$ cat src/rtl/swrl_pkg.sv
package swrl_pkg;

  // Slots held in the counter store.
  localparam int SLOTS = 64;
  localparam int SLOT_W = $clog2(SLOTS);
  localparam int CNT_W = $clog2(SLOTS + 1);

  localparam int NOW_W = 48;
  localparam int CNT32_W = 32;
  // Window length in ms fits here for any 6-bit window_seconds.
  localparam int WIN_W = 16;
  localparam int MS_PER_SEC = 1000;

  typedef logic [1:0] op_t;
  localparam op_t OP_CHECK = 2'd0;
  localparam op_t OP_READ = 2'd1;
  localparam op_t OP_SET = 2'd2;

  typedef logic [1:0] reg_idx_t;
  localparam reg_idx_t REG_WINDOW_SECONDS = 2'd0;
  localparam reg_idx_t REG_SLOT_MS = 2'd1;
  localparam reg_idx_t REG_SLOTS_USED = 2'd2;
  localparam reg_idx_t REG_REQUEST_LIMIT = 2'd3;

endpackage

$ cat src/rtl/sliding_window_rate_limiter.sv
// Channel   Direction  Handshake             Beat
// in        input      in_valid / in_stall   in_operation, in_now_ms, in_set_value
// out       output     out_valid / out_stall out_drop, out_window_count
// cfg       input      APB psel / penable    paddr, pwdata, prdata
//
// One item is worked at a time. A set with value zero skips the divider and the sweep. Any
// other item runs through the one-bit-a-cycle divider (the 48-bit time mod the window,
// then 16 bits for the slot index), then one pass over the n slots in use of the
// slot memory that zeroes, updates and sums slots at one entry a cycle.
// Reset marks every slot empty through per-slot valid bits; no clearing pass is run.
// A result waits in the output register while out_stall is high; the next item is
// taken meanwhile and holds at its last cycle until that register is free.
module sliding_window_rate_limiter (
  input  logic                          clk,
  input  logic                          rst_n,
  input  logic                          in_valid,
  output logic                          in_stall,
  input  swrl_pkg::op_t                 in_operation,
  input  logic [swrl_pkg::NOW_W-1:0]    in_now_ms,
  input  logic [31:0]                   in_set_value,
  output logic                          out_valid,
  input  logic                          out_stall,
  output logic                          out_drop,
  output logic [31:0]                   out_window_count,
  input  logic                          psel,
  input  logic                          penable,
  input  logic                          pwrite,
  input  logic [3:0]                    paddr,
  input  logic [31:0]                   pwdata,
  output logic [31:0]                   prdata,
  output logic                          pready
);
  import swrl_pkg::*;

  typedef enum logic [2:0] {
    S_IDLE,
    S_DIV,
    S_DECIDE,
    S_SWEEP,
    S_FIN
  } state_t;

  state_t state_r, state_nxt;

  // Configuration registers.
  logic [5:0]  window_seconds_r, window_seconds_nxt;
  logic [15:0] slot_ms_r, slot_ms_nxt;
  logic [6:0]  slots_used_r, slots_used_nxt;
  logic [31:0] request_limit_r, request_limit_nxt;

  // Window state kept outside the slot memory.
  logic [SLOTS-1:0]  valid_r, valid_nxt;
  logic              started_r, started_nxt;
  logic [NOW_W-1:0]  last_time_r, last_time_nxt;
  logic [SLOT_W-1:0] last_slot_r, last_slot_nxt;

  // Item in flight.
  op_t               op_r, op_nxt;
  logic [NOW_W-1:0]  now_r, now_nxt;
  logic [31:0]       amount_r, amount_nxt;
  logic [NOW_W-1:0]  elapsed_r, elapsed_nxt;
  logic [WIN_W-1:0]  win_r, win_nxt;
  logic [WIN_W-1:0]  per_r, per_nxt;
  logic [CNT_W-1:0]  n_r, n_nxt;
  logic [CNT_W-1:0]  first_r, first_nxt;

  // Shared restoring divider.
  logic [NOW_W-1:0]  div_q_r, div_q_nxt;
  logic [WIN_W-1:0]  div_rem_r, div_rem_nxt;
  logic [WIN_W-1:0]  div_den_r, div_den_nxt;
  logic [5:0]        div_cnt_r, div_cnt_nxt;
  logic              div_phase_r, div_phase_nxt;
  logic              div_done_r, div_done_nxt;
  logic [WIN_W:0]    div_trial;
  logic [WIN_W:0]    div_diff;
  logic              div_ge;
  logic [WIN_W-1:0]  div_rem_step;
  logic [NOW_W-1:0]  div_q_step;

  // Sweep over the slots.
  logic              mode_add_r, mode_add_nxt;
  logic              zero_en_r, zero_en_nxt;
  logic [SLOT_W-1:0] zlo_r, zlo_nxt;
  logic [SLOT_W-1:0] tgt_r, tgt_nxt;
  logic [CNT_W-1:0]  rd_idx_r, rd_idx_nxt;
  logic              p1_v_r, p1_v_nxt;
  logic [SLOT_W-1:0] p1_idx_r, p1_idx_nxt;
  logic              p1_ok_r, p1_ok_nxt;
  logic              p2_v_r, p2_v_nxt;
  logic [31:0]       p2_val_r, p2_val_nxt;
  logic [31:0]       acc_r, acc_nxt;

  logic              out_valid_r, out_valid_nxt;
  logic              out_drop_r, out_drop_nxt;
  logic [31:0]       out_count_r, out_count_nxt;

  // Memory port.
  logic              ram_we;
  logic [SLOT_W-1:0] ram_waddr;
  logic [31:0]       ram_wdata;
  logic              ram_re;
  logic [SLOT_W-1:0] ram_raddr;
  logic [31:0]       ram_rdata;

  // Datapath helpers.
  logic              in_accept;
  logic              cfg_write;
  logic [5:0]        ws_eff;
  logic [15:0]       per_eff;
  logic [CNT_W-1:0]  n_eff;
  logic [SLOT_W-1:0] quot_idx;
  logic [SLOT_W-1:0] cur_slot;
  logic [SLOT_W-1:0] n_last;
  logic              full_clear;
  logic              slot_moved;
  logic [31:0]       old_val;
  logic [32:0]       add_sum;
  logic [31:0]       add_sat;
  logic              in_zero;
  logic [31:0]       new_val;
  logic [32:0]       acc_sum;

  swrl_ram #(
    .WIDTH (32),
    .DEPTH (SLOTS)
  ) u_slots (
    .clk   (clk),
    .we    (ram_we),
    .waddr (ram_waddr),
    .wdata (ram_wdata),
    .re    (ram_re),
    .raddr (ram_raddr),
    .rdata (ram_rdata)
  );

  assign in_accept = in_valid && !in_stall;
  assign in_stall  = (state_r != S_IDLE);
  assign cfg_write = psel && penable && pwrite && pready;
  assign pready    = 1'b1;

  assign out_valid        = out_valid_r;
  assign out_drop         = out_drop_r;
  assign out_window_count = out_count_r;

  always_comb begin
    unique case (paddr[3:2])
      REG_WINDOW_SECONDS: prdata = 32'(window_seconds_r);
      REG_SLOT_MS:        prdata = 32'(slot_ms_r);
      REG_SLOTS_USED:     prdata = 32'(slots_used_r);
      REG_REQUEST_LIMIT:  prdata = request_limit_r;
      default:            prdata = '0;
    endcase
  end

  // Zero registers act as one; slots_used is capped at the store size.
  assign ws_eff  = (window_seconds_r == '0) ? 6'd1 : window_seconds_r;
  assign per_eff = (slot_ms_r == '0) ? 16'd1 : slot_ms_r;
  assign n_eff   = (slots_used_r == '0) ? CNT_W'(1) :
                   (32'(slots_used_r) > 32'(SLOTS)) ? CNT_W'(SLOTS) : CNT_W'(slots_used_r);

  assign div_trial    = {div_rem_r, div_q_r[NOW_W-1]};
  assign div_diff     = div_trial - {1'b0, div_den_r};
  assign div_ge       = (div_trial >= {1'b0, div_den_r});
  assign div_rem_step = div_ge ? div_diff[WIN_W-1:0] : div_trial[WIN_W-1:0];
  assign div_q_step   = {div_q_r[NOW_W-2:0], div_ge};

  assign n_last   = SLOT_W'(n_r - CNT_W'(1));
  assign quot_idx = (div_q_r[WIN_W-1:0] >= WIN_W'(n_r)) ? n_last
                                                         : div_q_r[SLOT_W-1:0];
  assign cur_slot = (CNT_W'(last_slot_r) < n_r) ? last_slot_r : n_last;
  assign full_clear = !started_r || (elapsed_r >= NOW_W'(win_r));
  assign slot_moved = (elapsed_r >= NOW_W'(per_r));

  assign old_val = p1_ok_r ? ram_rdata : '0;
  assign add_sum = {1'b0, old_val} + {1'b0, amount_r};
  assign add_sat = add_sum[32] ? '1 : add_sum[31:0];
  // Slots strictly after the old slot and before the new one, wrapping at n.
  assign in_zero = zero_en_r &&
                   ((zlo_r <= tgt_r) ? (p1_idx_r >= zlo_r && p1_idx_r < tgt_r)
                                     : (p1_idx_r >= zlo_r || p1_idx_r < tgt_r));

  always_comb begin
    if (mode_add_r) begin
      new_val = (p1_idx_r == tgt_r) ? add_sat : old_val;
    end else if (p1_idx_r == tgt_r) begin
      new_val = amount_r;
    end else begin
      new_val = in_zero ? '0 : old_val;
    end
  end

  assign acc_sum = {1'b0, acc_r} + {1'b0, p2_val_r};

  always_comb begin
    state_nxt          = state_r;
    window_seconds_nxt = window_seconds_r;
    slot_ms_nxt        = slot_ms_r;
    slots_used_nxt     = slots_used_r;
    request_limit_nxt  = request_limit_r;
    valid_nxt          = valid_r;
    started_nxt        = started_r;
    last_time_nxt      = last_time_r;
    last_slot_nxt      = last_slot_r;
    op_nxt             = op_r;
    now_nxt            = now_r;
    amount_nxt         = amount_r;
    elapsed_nxt        = elapsed_r;
    win_nxt            = win_r;
    per_nxt            = per_r;
    n_nxt              = n_r;
    first_nxt          = first_r;
    div_q_nxt          = div_q_r;
    div_rem_nxt        = div_rem_r;
    div_den_nxt        = div_den_r;
    div_cnt_nxt        = div_cnt_r;
    div_phase_nxt      = div_phase_r;
    div_done_nxt       = div_done_r;
    mode_add_nxt       = mode_add_r;
    zero_en_nxt        = zero_en_r;
    zlo_nxt            = zlo_r;
    tgt_nxt            = tgt_r;
    rd_idx_nxt         = rd_idx_r;
    p1_v_nxt           = 1'b0;
    p1_idx_nxt         = p1_idx_r;
    p1_ok_nxt          = p1_ok_r;
    p2_v_nxt           = 1'b0;
    p2_val_nxt         = p2_val_r;
    acc_nxt            = acc_r;
    out_valid_nxt      = out_valid_r;
    out_drop_nxt       = out_drop_r;
    out_count_nxt      = out_count_r;
    ram_we             = 1'b0;
    ram_waddr          = p1_idx_r;
    ram_wdata          = new_val;
    ram_re             = 1'b0;
    ram_raddr          = rd_idx_r[SLOT_W-1:0];

    if (out_valid_r && !out_stall) begin
      out_valid_nxt = 1'b0;
    end

    if (cfg_write) begin
      unique case (paddr[3:2])
        REG_WINDOW_SECONDS: window_seconds_nxt = pwdata[5:0];
        REG_SLOT_MS:        slot_ms_nxt = pwdata[15:0];
        REG_SLOTS_USED:     slots_used_nxt = pwdata[6:0];
        REG_REQUEST_LIMIT:  request_limit_nxt = pwdata;
        default:            request_limit_nxt = request_limit_r;
      endcase
    end

    unique case (state_r)
      S_IDLE: begin
        if (in_accept) begin
          op_nxt      = in_operation;
          now_nxt     = in_now_ms;
          elapsed_nxt = in_now_ms - last_time_r;
          win_nxt     = WIN_W'(32'(ws_eff) * MS_PER_SEC);
          per_nxt     = per_eff;
          n_nxt       = n_eff;
          first_nxt   = CNT_W'(last_slot_r) + CNT_W'(1);
          if (in_operation == OP_CHECK) begin
            amount_nxt = 32'd1;
          end else if (in_operation == OP_SET) begin
            amount_nxt = in_set_value;
          end else begin
            amount_nxt = '0;
          end
          if (in_operation == OP_SET && in_set_value == '0) begin
            valid_nxt   = '0;
            started_nxt = 1'b0;
            acc_nxt     = '0;
            state_nxt   = S_FIN;
          end else begin
            div_q_nxt     = in_now_ms;
            div_rem_nxt   = '0;
            div_den_nxt   = WIN_W'(32'(ws_eff) * MS_PER_SEC);
            div_cnt_nxt   = 6'(NOW_W - 1);
            div_phase_nxt = 1'b0;
            div_done_nxt  = 1'b0;
            state_nxt     = S_DIV;
          end
        end
      end
      S_DIV: begin
        // Slot after the last one, reduced modulo n by repeated subtraction.
        if (first_r >= n_r) begin
          first_nxt = first_r - n_r;
        end
        if (!div_done_r) begin
          div_q_nxt   = div_q_step;
          div_rem_nxt = div_rem_step;
          div_cnt_nxt = div_cnt_r - 6'd1;
          if (div_cnt_r == '0) begin
            if (!div_phase_r) begin
              // Remainder by the window becomes the dividend by the slot period.
              div_q_nxt     = {div_rem_step, {(NOW_W - WIN_W){1'b0}}};
              div_rem_nxt   = '0;
              div_den_nxt   = per_r;
              div_cnt_nxt   = 6'(WIN_W - 1);
              div_phase_nxt = 1'b1;
            end else begin
              div_done_nxt = 1'b1;
            end
          end
        end else if (first_r < n_r) begin
          state_nxt = S_DECIDE;
        end
      end
      S_DECIDE: begin
        acc_nxt    = '0;
        rd_idx_nxt = '0;
        zlo_nxt    = first_r[SLOT_W-1:0];
        if (full_clear) begin
          valid_nxt     = '0;
          started_nxt   = 1'b1;
          last_time_nxt = now_r;
          last_slot_nxt = quot_idx;
          mode_add_nxt  = 1'b0;
          zero_en_nxt   = 1'b0;
          tgt_nxt       = quot_idx;
        end else if (slot_moved) begin
          last_time_nxt = now_r;
          last_slot_nxt = quot_idx;
          mode_add_nxt  = 1'b0;
          zero_en_nxt   = 1'b1;
          tgt_nxt       = quot_idx;
        end else begin
          mode_add_nxt = 1'b1;
          zero_en_nxt  = 1'b0;
          tgt_nxt      = cur_slot;
        end
        state_nxt = S_SWEEP;
      end
      S_SWEEP: begin
        if (rd_idx_r < n_r) begin
          ram_re     = 1'b1;
          p1_v_nxt   = 1'b1;
          p1_idx_nxt = rd_idx_r[SLOT_W-1:0];
          p1_ok_nxt  = valid_r[rd_idx_r[SLOT_W-1:0]];
          rd_idx_nxt = rd_idx_r + CNT_W'(1);
        end
        if (p1_v_r) begin
          ram_we              = 1'b1;
          valid_nxt[p1_idx_r] = 1'b1;
          p2_v_nxt            = 1'b1;
          p2_val_nxt          = new_val;
        end
        if (p2_v_r) begin
          acc_nxt = acc_sum[32] ? '1 : acc_sum[31:0];
        end
        if (rd_idx_r == n_r && !p1_v_r && !p2_v_r) begin
          state_nxt = S_FIN;
        end
      end
      S_FIN: begin
        if (!out_valid_r || !out_stall) begin
          out_valid_nxt = 1'b1;
          out_drop_nxt  = (op_r == OP_CHECK) && (acc_r > request_limit_r);
          out_count_nxt = acc_r;
          state_nxt     = S_IDLE;
        end
      end
      default: begin
        state_nxt = S_IDLE;
      end
    endcase
  end

  always_ff @(posedge clk) begin
    if (!rst_n) begin
      state_r          <= S_IDLE;
      window_seconds_r <= 6'd10;
      slot_ms_r        <= 16'd200;
      slots_used_r     <= 7'd50;
      request_limit_r  <= '0;
      valid_r          <= '0;
      started_r        <= 1'b0;
      last_time_r      <= '0;
      last_slot_r      <= '0;
      div_done_r       <= 1'b0;
      p1_v_r           <= 1'b0;
      p2_v_r           <= 1'b0;
      out_valid_r      <= 1'b0;
    end else begin
      state_r          <= state_nxt;
      window_seconds_r <= window_seconds_nxt;
      slot_ms_r        <= slot_ms_nxt;
      slots_used_r     <= slots_used_nxt;
      request_limit_r  <= request_limit_nxt;
      valid_r          <= valid_nxt;
      started_r        <= started_nxt;
      last_time_r      <= last_time_nxt;
      last_slot_r      <= last_slot_nxt;
      div_done_r       <= div_done_nxt;
      p1_v_r           <= p1_v_nxt;
      p2_v_r           <= p2_v_nxt;
      out_valid_r      <= out_valid_nxt;
    end
    op_r        <= op_nxt;
    now_r       <= now_nxt;
    amount_r    <= amount_nxt;
    elapsed_r   <= elapsed_nxt;
    win_r       <= win_nxt;
    per_r       <= per_nxt;
    n_r         <= n_nxt;
    first_r     <= first_nxt;
    div_q_r     <= div_q_nxt;
    div_rem_r   <= div_rem_nxt;
    div_den_r   <= div_den_nxt;
    div_cnt_r   <= div_cnt_nxt;
    div_phase_r <= div_phase_nxt;
    mode_add_r  <= mode_add_nxt;
    zero_en_r   <= zero_en_nxt;
    zlo_r       <= zlo_nxt;
    tgt_r       <= tgt_nxt;
    rd_idx_r    <= rd_idx_nxt;
    p1_idx_r    <= p1_idx_nxt;
    p1_ok_r     <= p1_ok_nxt;
    p2_val_r    <= p2_val_nxt;
    acc_r       <= acc_nxt;
    out_drop_r  <= out_drop_nxt;
    out_count_r <= out_count_nxt;
  end

`ifndef ASSERT_OFF
  // The write-back of one slot never lands on the slot being read.
  a_no_rw_overlap: assert property (@(posedge clk) disable iff (!rst_n)
    (ram_we && ram_re) |-> (ram_waddr != ram_raddr))
    else $error("slot write and read collide");

  // The sweep only touches slots in use.
  a_write_in_range: assert property (@(posedge clk) disable iff (!rst_n)
    ram_we |-> (CNT_W'(ram_waddr) < n_r))
    else $error("slot write beyond slots in use");

  // A set with zero leaves the store unstarted.
  a_set_zero_stops: assert property (@(posedge clk) disable iff (!rst_n)
    (in_accept && in_operation == OP_SET && in_set_value == '0) |=> !started_r)
    else $error("set with zero left the store started");

  // A drop means the total exceeded a limit, so it cannot be zero.
  a_drop_nonzero: assert property (@(posedge clk) disable iff (!rst_n)
    (out_valid_r && out_drop_r) |-> (out_count_r != '0))
    else $error("drop reported with an empty window");
`endif

endmodule

$ cat src/rtl/swrl_ram.sv
module swrl_ram #(
  parameter int WIDTH = 32,
  parameter int DEPTH = 64
) (
  input  logic                     clk,
  input  logic                     we,
  input  logic [$clog2(DEPTH)-1:0] waddr,
  input  logic [WIDTH-1:0]         wdata,
  input  logic                     re,
  input  logic [$clog2(DEPTH)-1:0] raddr,
  output logic [WIDTH-1:0]         rdata
);

  logic [WIDTH-1:0] mem [DEPTH];

  always_ff @(posedge clk) begin
    if (we) begin
      mem[waddr] <= wdata;
    end
    if (re) begin
      rdata <= mem[raddr];
    end
  end

endmodule
$ cat config.mk
export PLATFORM = sky130hd
export DESIGN_NAME = sliding_window_rate_limiter
export DESIGN_NICKNAME = d
export VERILOG_FILES = /design/src/rtl/swrl_pkg.sv /design/src/rtl/sliding_window_rate_limiter.sv /design/src/rtl/swrl_ram.sv
export SDC_FILE = /design/constraint.sdc
export NUM_CORES = 2
export LEC_CHECK = 0
export BUFFER_PORTS_ARGS = -buffer_cell sky130_fd_sc_hd__buf_2
export CORE_UTILIZATION = 45
export DETAILED_ROUTE_END_ITERATION = 16
export GPL_TIMING_DRIVEN = 0
export PLACE_DENSITY_LB_ADDON = 0.1
export SLEW_MARGIN = 20
export SYNTH_ARGS = -nofsm -noshare
export SYNTH_HDL_FRONTEND = slang
export SYNTH_SLANG_ARGS = --single-unit
$ cat constraint.sdc
create_clock -name clk -period 13.2 [get_ports clk]
set_clock_uncertainty 0.1 [all_clocks]
set_input_delay 0 -clock clk [delete_from_list [all_inputs] [get_ports clk]]
set_output_delay 0 -clock clk [all_outputs]
set_load 0.01 [all_outputs]
# Yosys cells after proc, flatten, opt, wreduce, memory -nomap -nowiden
# Memories as Yosys holds them, arrays and structs flattened. A register that Yosys moved wholly into a read port is not among the register bits.
# Cells that the tools add are included.
# totals
latch_bits	0
mem_count	1
in_bits	125
rom_bits	0
out_inout_bits	68
ff_bits	572
word_cells	243
ramBits	2048
# op_classes
muxes	94
mul	1
n_eq_ne	25
reduce_logical	56
bitwise_logic	2
order_cmp	16
n_shift	0
div_mod_pow	0
n_addsub	9
# mem_list
memory	words	word_bits	read_ports	rd_clocked_by_memory_dff	write_ports	line	text
u_slots.mem	64	32	1	1	1	swrl_ram.sv:14	logic [WIDTH-1:0] mem [DEPTH];
# op_table
op	count
48-bit two-way mux	7
32-bit two-way mux	10
64-bit two-way mux	4
64-bit case mux with 3 select lines	1
16-bit two-way mux	11
32-bit case mux with 4 select lines	1
48-bit by 16-bit greater-or-equal comparator with 1-bit output	2
32-bit case mux with 3 select lines	1
48-bit case mux with 2 select lines	1
6-bit two-way mux	12
32-bit by 32-bit adder with 33-bit output	2
64-bit OR	1
16-bit case mux with 2 select lines	2
48-bit subtractor	1
32-bit > comparator	1
32-bit zero test	1
2-bit inequality test, second input constant	15
7-bit two-way mux	4
7-bit case mux with 2 select lines	2
1-bit two-way mux	25
2-bit AND reduction	10
3-bit two-way mux	6
17-bit by 16-bit greater-or-equal comparator with 1-bit output	1
16-bit by 7-bit greater-or-equal comparator with 1-bit output	1
other kinds (43)	81

# Longest topological paths before layout
# logic_depth
ltp_word	7
ltp_mapped	19
depth_no_buf	19

# Hierarchy
# From an unflattened synthesis, not the netlist that was laid out.
# unflattened
hier_cells	6713
hier_area_um2	111837.3
# modules_own_cells
module	instances	cells_per_inst	seq_area_each_um2	area_per_inst_um2
swrl_ram	1	3511	62459.9	79359.9
sliding_window_rate_limiter	1	3202	15304.7	32477.4

# Worst setup path after synthesis
# Ideal clock, no wire load.
# synth_timing
kind	reg2reg
from	reg state_r[0]
to	reg div_cnt_r[0], enable pin
required_ps	12579
stages_incl_launch_ff	7
setup_time_ps	521
t_arrival_ps	8124
period_less_slack_ps	8746
n_path_buf	1
slack_ps	4454
cell_sequence	dfxtp_1 clkbuf_1 nor2_1 nand3b_1 inv_1 o22ai_1 a21oi_1
# synth_between
elab_chain_len	5
elab_cells_between_ends	10
classes_between	4 x eq/ne; 6 x reduce/logical
# synth_lines
item	line	text
start: declaration	sliding_window_rate_limiter.sv:43	state_t state_r, state_nxt;
start signal: assignment	sliding_window_rate_limiter.sv:386	state_r <= state_nxt;
3-bit nonzero test	sliding_window_rate_limiter.sv:137	assign in_stall = (state_r != S_IDLE);
1-bit zero test	sliding_window_rate_limiter.sv:136	assign in_accept = in_valid && !in_stall;
1-bit logical AND	sliding_window_rate_limiter.sv:136	
2-bit inequality test (no source line)	--	
4-bit AND reduction (no source line) *	--	
end signal: assignment	sliding_window_rate_limiter.sv:411	div_cnt_r <= div_cnt_nxt;
end: declaration	sliding_window_rate_limiter.sv:71	logic [5:0] div_cnt_r, div_cnt_nxt;
# Every way passes the cells marked *; elsewhere a longest branch is shown, timed or not.
# A chain may end at the register's enable or synchronous reset.

# Final worst setup path
# layout_timing
from	reg p1_ok_r
to	mem u_slots.mem[38][15] (data pin)
# layout_between
elab_chain_len	5
elab_cells_between_ends	7
classes_between	1 x add/sub; 6 x mux
# layout_lines
item	line	text
start: declaration	sliding_window_rate_limiter.sv:88	logic p1_ok_r, p1_ok_nxt;
start signal: assignment	sliding_window_rate_limiter.sv:419	p1_ok_r <= p1_ok_nxt;
32-bit two-way mux *	sliding_window_rate_limiter.sv:174	assign old_val = p1_ok_r ? ram_rdata : '0;
32-bit by 32-bit adder with 33-bit output	sliding_window_rate_limiter.sv:175	assign add_sum = {1'b0, old_val} + {1'b0, amount_r};
32-bit two-way mux	sliding_window_rate_limiter.sv:176	assign add_sat = add_sum[32] ? '1 : add_sum[31:0];
32-bit two-way mux	sliding_window_rate_limiter.sv:184	new_val = (p1_idx_r == tgt_r) ? add_sat : old_val;
32-bit two-way mux *	sliding_window_rate_limiter.sv:183	if (mode_add_r) begin
net new_val[15]	sliding_window_rate_limiter.sv:120	logic [31:0] new_val;
end: declaration	swrl_ram.sv:14	
# The timed path passes the listed nets; every way through them passes the cells marked *.

==> reports/metrics.cfg <==
[logic_synthesis]
yosys-top-cells-area = edfxtp_1 67%, mux4_2 14%, dfxtp_1 3.4%
synthArstFlopShare = 0
yosysWarningCount = 0
synth_top_area_frac = 0.665
netlist_top_cells_count = 2465 x edfxtp_1, 699 x mux4_2, 321 x nor2_1
synth_top_area_cell = edfxtp_1
yosysSeqAreaShare = 0.699
syn_avg_cell_area_um2 = 17.9
synth-main-ff-cell = edfxtp_1
synth_area_um2 = 111000
synth_edf_count = 2465
synth-seq-cells = 2652
synth_cells = 6225
ys_types = 83
synth_nets = 6627
yosysMostFrequentCell = edfxtp_1

[power]
peakVddDrop_mv = 0.117
p_clk_frac = 0.442
internal-power_mw = 14.4
power_switching_mw = 3.89
p_per_area_nw_per_um2 = 137
seq_power_share = 0.509
p_leak_nw = 43.5
pwr-share-comb = 0.049
switching_share = 0.213

[routing]
drc = 0
wire_per_inst_um = 30.8
wl_mm = 326
firstDrtPassIters = 5
antenna_left = 0
initialDrtViolationCount = 6500
viasPerCell = 5.87
vias = 62300

[placed_design]
hpwl_mm = 237
port_buffers = 187
finalWeightedCongestion = 0.930
post-place-ws_ns = 7.38

[sta]
setup_viol = 0
rsz0062_at_grt = false
period_share = 0.445
hold_viol_final = 0
maxSlewViolCount = 0
slew_headroom = 0.228
layout_min_cycle_time_ns = 5.87
fmax_ghz = 0.170
tightest_slew_ns = 1.16
fin_ws_ns = 7.33

[global_routing]
grt_use_total = 0.263
grt_max_degree = 88
grt_overflow = 0
grt_pass1_wl_mm = 464
grt_pass1_vias = 63100
antenna_found_initial = 27

[floorplan]
core_area_um2 = 246000
pin_count = 193
rows = 182
start_util = 0.453
die_w_um = 499
dieArea_um2 = 249000
fp.dieH_um = 499

[finish]
multi_input_area_um2 = 32500
fill_cells = 19200
syn_to_final_growth_pct = 19.5
nNetsFinal = 7560
register_area_um2 = 77800
drive_gt1_frac = 0.233
fin_util = 0.541

[cts]
clockBufferDepth = 4
cts_root_buf = clkbuf_16
cts.clk_slew.worst_paths_ns = 0.06
htree_levels = 5
cts_setup_buffers = 0
clk_latency_ns = 0.95
cts_buffers = 302
cts_tree = done
clock-sinks = 2652

[setup_path]
worst_setup_path_start_kind = flop
endpoint_kind = flop
cp_max_fo = 17
arrival_ns = 6.42
critical_path_class = reg2reg
crit_required_ns = 13.75
rrSetupSlack_ns = 7.33

[worst_hold_path]
min_path_type = in2reg

[status]
status = complete, no violations

[run]
max-cap-violations = 0

## power by group through the flow
| stage | Sequential [mW] | Combinational (mW) | Clock [mW] |
|---|---|---|---|
| 2_1_floorplan | 9.45 | 0.564 | 0 |
| 3_3_place_gp | 9.49 | 0.797 | 0 |
| 3_5_place_dp | 9.47 | 0.831 | 0 |
| 4_1_cts | 9.30 | 0.894 | 8.20 |
| 5_1_grt | 9.31 | 0.981 | 8.48 |
| 6_report | 9.30 | 0.892 | 8.07 |
## repair_timing
item	4_1_cts	5_1_grt
endpoints found under the hold margin	440	0
hold buffers	239	0
gates resized for setup	0	0
setup endpoints to repair	0	0
## sequential cells by signal, indices dropped and copies added, names as in the netlist, 48 cells and up
name         flops
div_q_r         48
elapsed_r       48
last_time_r     48
now_r           48
u_slots.mem   2048
valid_r         64
## cell usage in the layout (no fill, tap or decap), drive strengths merged, types with 46 or more instances in the layout
cell         count
nor4            49
a21o            83
nand3           54
clkbuf         619
nor2           321
xnor2           90
buf            458
clkinv         104
dfxtp          187
xor2            46
o21a            64
o21ai          155
a21oi          260
and2            70
edfxtp        2465
nand2          296
mux2i           96
inv            231
ha             259
dlygate4sd3    239
mux4           699
nor3            55
## per-layer routing
metal	global-route usage	wire, um	vias up
li1	-	-	26800
met1	0.355	135000	32700
met2	0.423	155000	2194
met3	0.0401	20200	565
met4	0.117	16200	12
met5	0	78	-
## final timing paths
check                  startpoint             endpoint  cells after the start
setup / recovery          p1_ok_r  u_slots.mem[38][15]                     18
hold / removal    in_operation[1]          amount_r[0]                      3
setup reg to reg          p1_ok_r  u_slots.mem[38][15]                     18
hold reg to reg         now_r[29]      last_time_r[29]                      2
## metrics by stage
| stage | hold WS [ns] | cell area (um^2) | instances | TNS [ns] | total power [mW] |
|---|---|---|---|---|---|
| 3_3_place_gp | 0.0965 | 116000 | 9632 | -119.90 | 10.3 |
| 3_5_place_dp | 0.101 | 121000 | 9834 | 0 | 10.3 |
| 5_1_grt | 0.0189 | 133000 | 10600 | 0 | 18.8 |
| 6_report | 0.0359 | 133000 | 10600 | 0 | 18.3 |
| 4_1_cts | 0.00233 | 133000 | 10600 | 0 | 18.4 |
| 2_1_floorplan | -0.00113 | 111000 | 6225 | 0 | 10.0 |
## area by class of cell
type,count,area share
buffer,314,0.00980
timing repair buffer,629,0.0539
antenna,28,0.000527
inverter,228,0.00649
clock buffer,373,0.0600
tap,3220,0.0303
clock inverter,137,0.0101
sequential,2652,0.585
multi-input combinational,3031,0.244
## critical path, cell delays in order (launching register included)
cell,delay [ns]
edfxtp_1,0.47
clkbuf_1,0.26
and2_1,0.23
ha_1,0.23
fa_1,0.45
a211o_1,0.31
a21oi_1,0.28
a21boi_2,0.12
a21oi_2,0.28
a31oi_1,0.23
a31oi_1,0.42
o211a_1,0.33
and3_1,0.18
buf_2,0.28
buf_2,0.52
a221oi_4,0.29
buf_6,0.25
buf_6,0.18
buf_8,0.16
## cells by family after synthesis
group                      count (synthesis)  share of synthesized area
adders and majority gates                278                     0.0324
DFF                                     2652                      0.699
buffers and inverters                    542                     0.0188
other                                      1                  0.0000337
and+or+nand+nor                         1043                     0.0440
xor gates and xnor gates                 136                     0.0107
AOI/OAI and AO/OA                        772                     0.0445
muxes                                    801                      0.151
Note: power is estimated with default switching activity, not from simulation.
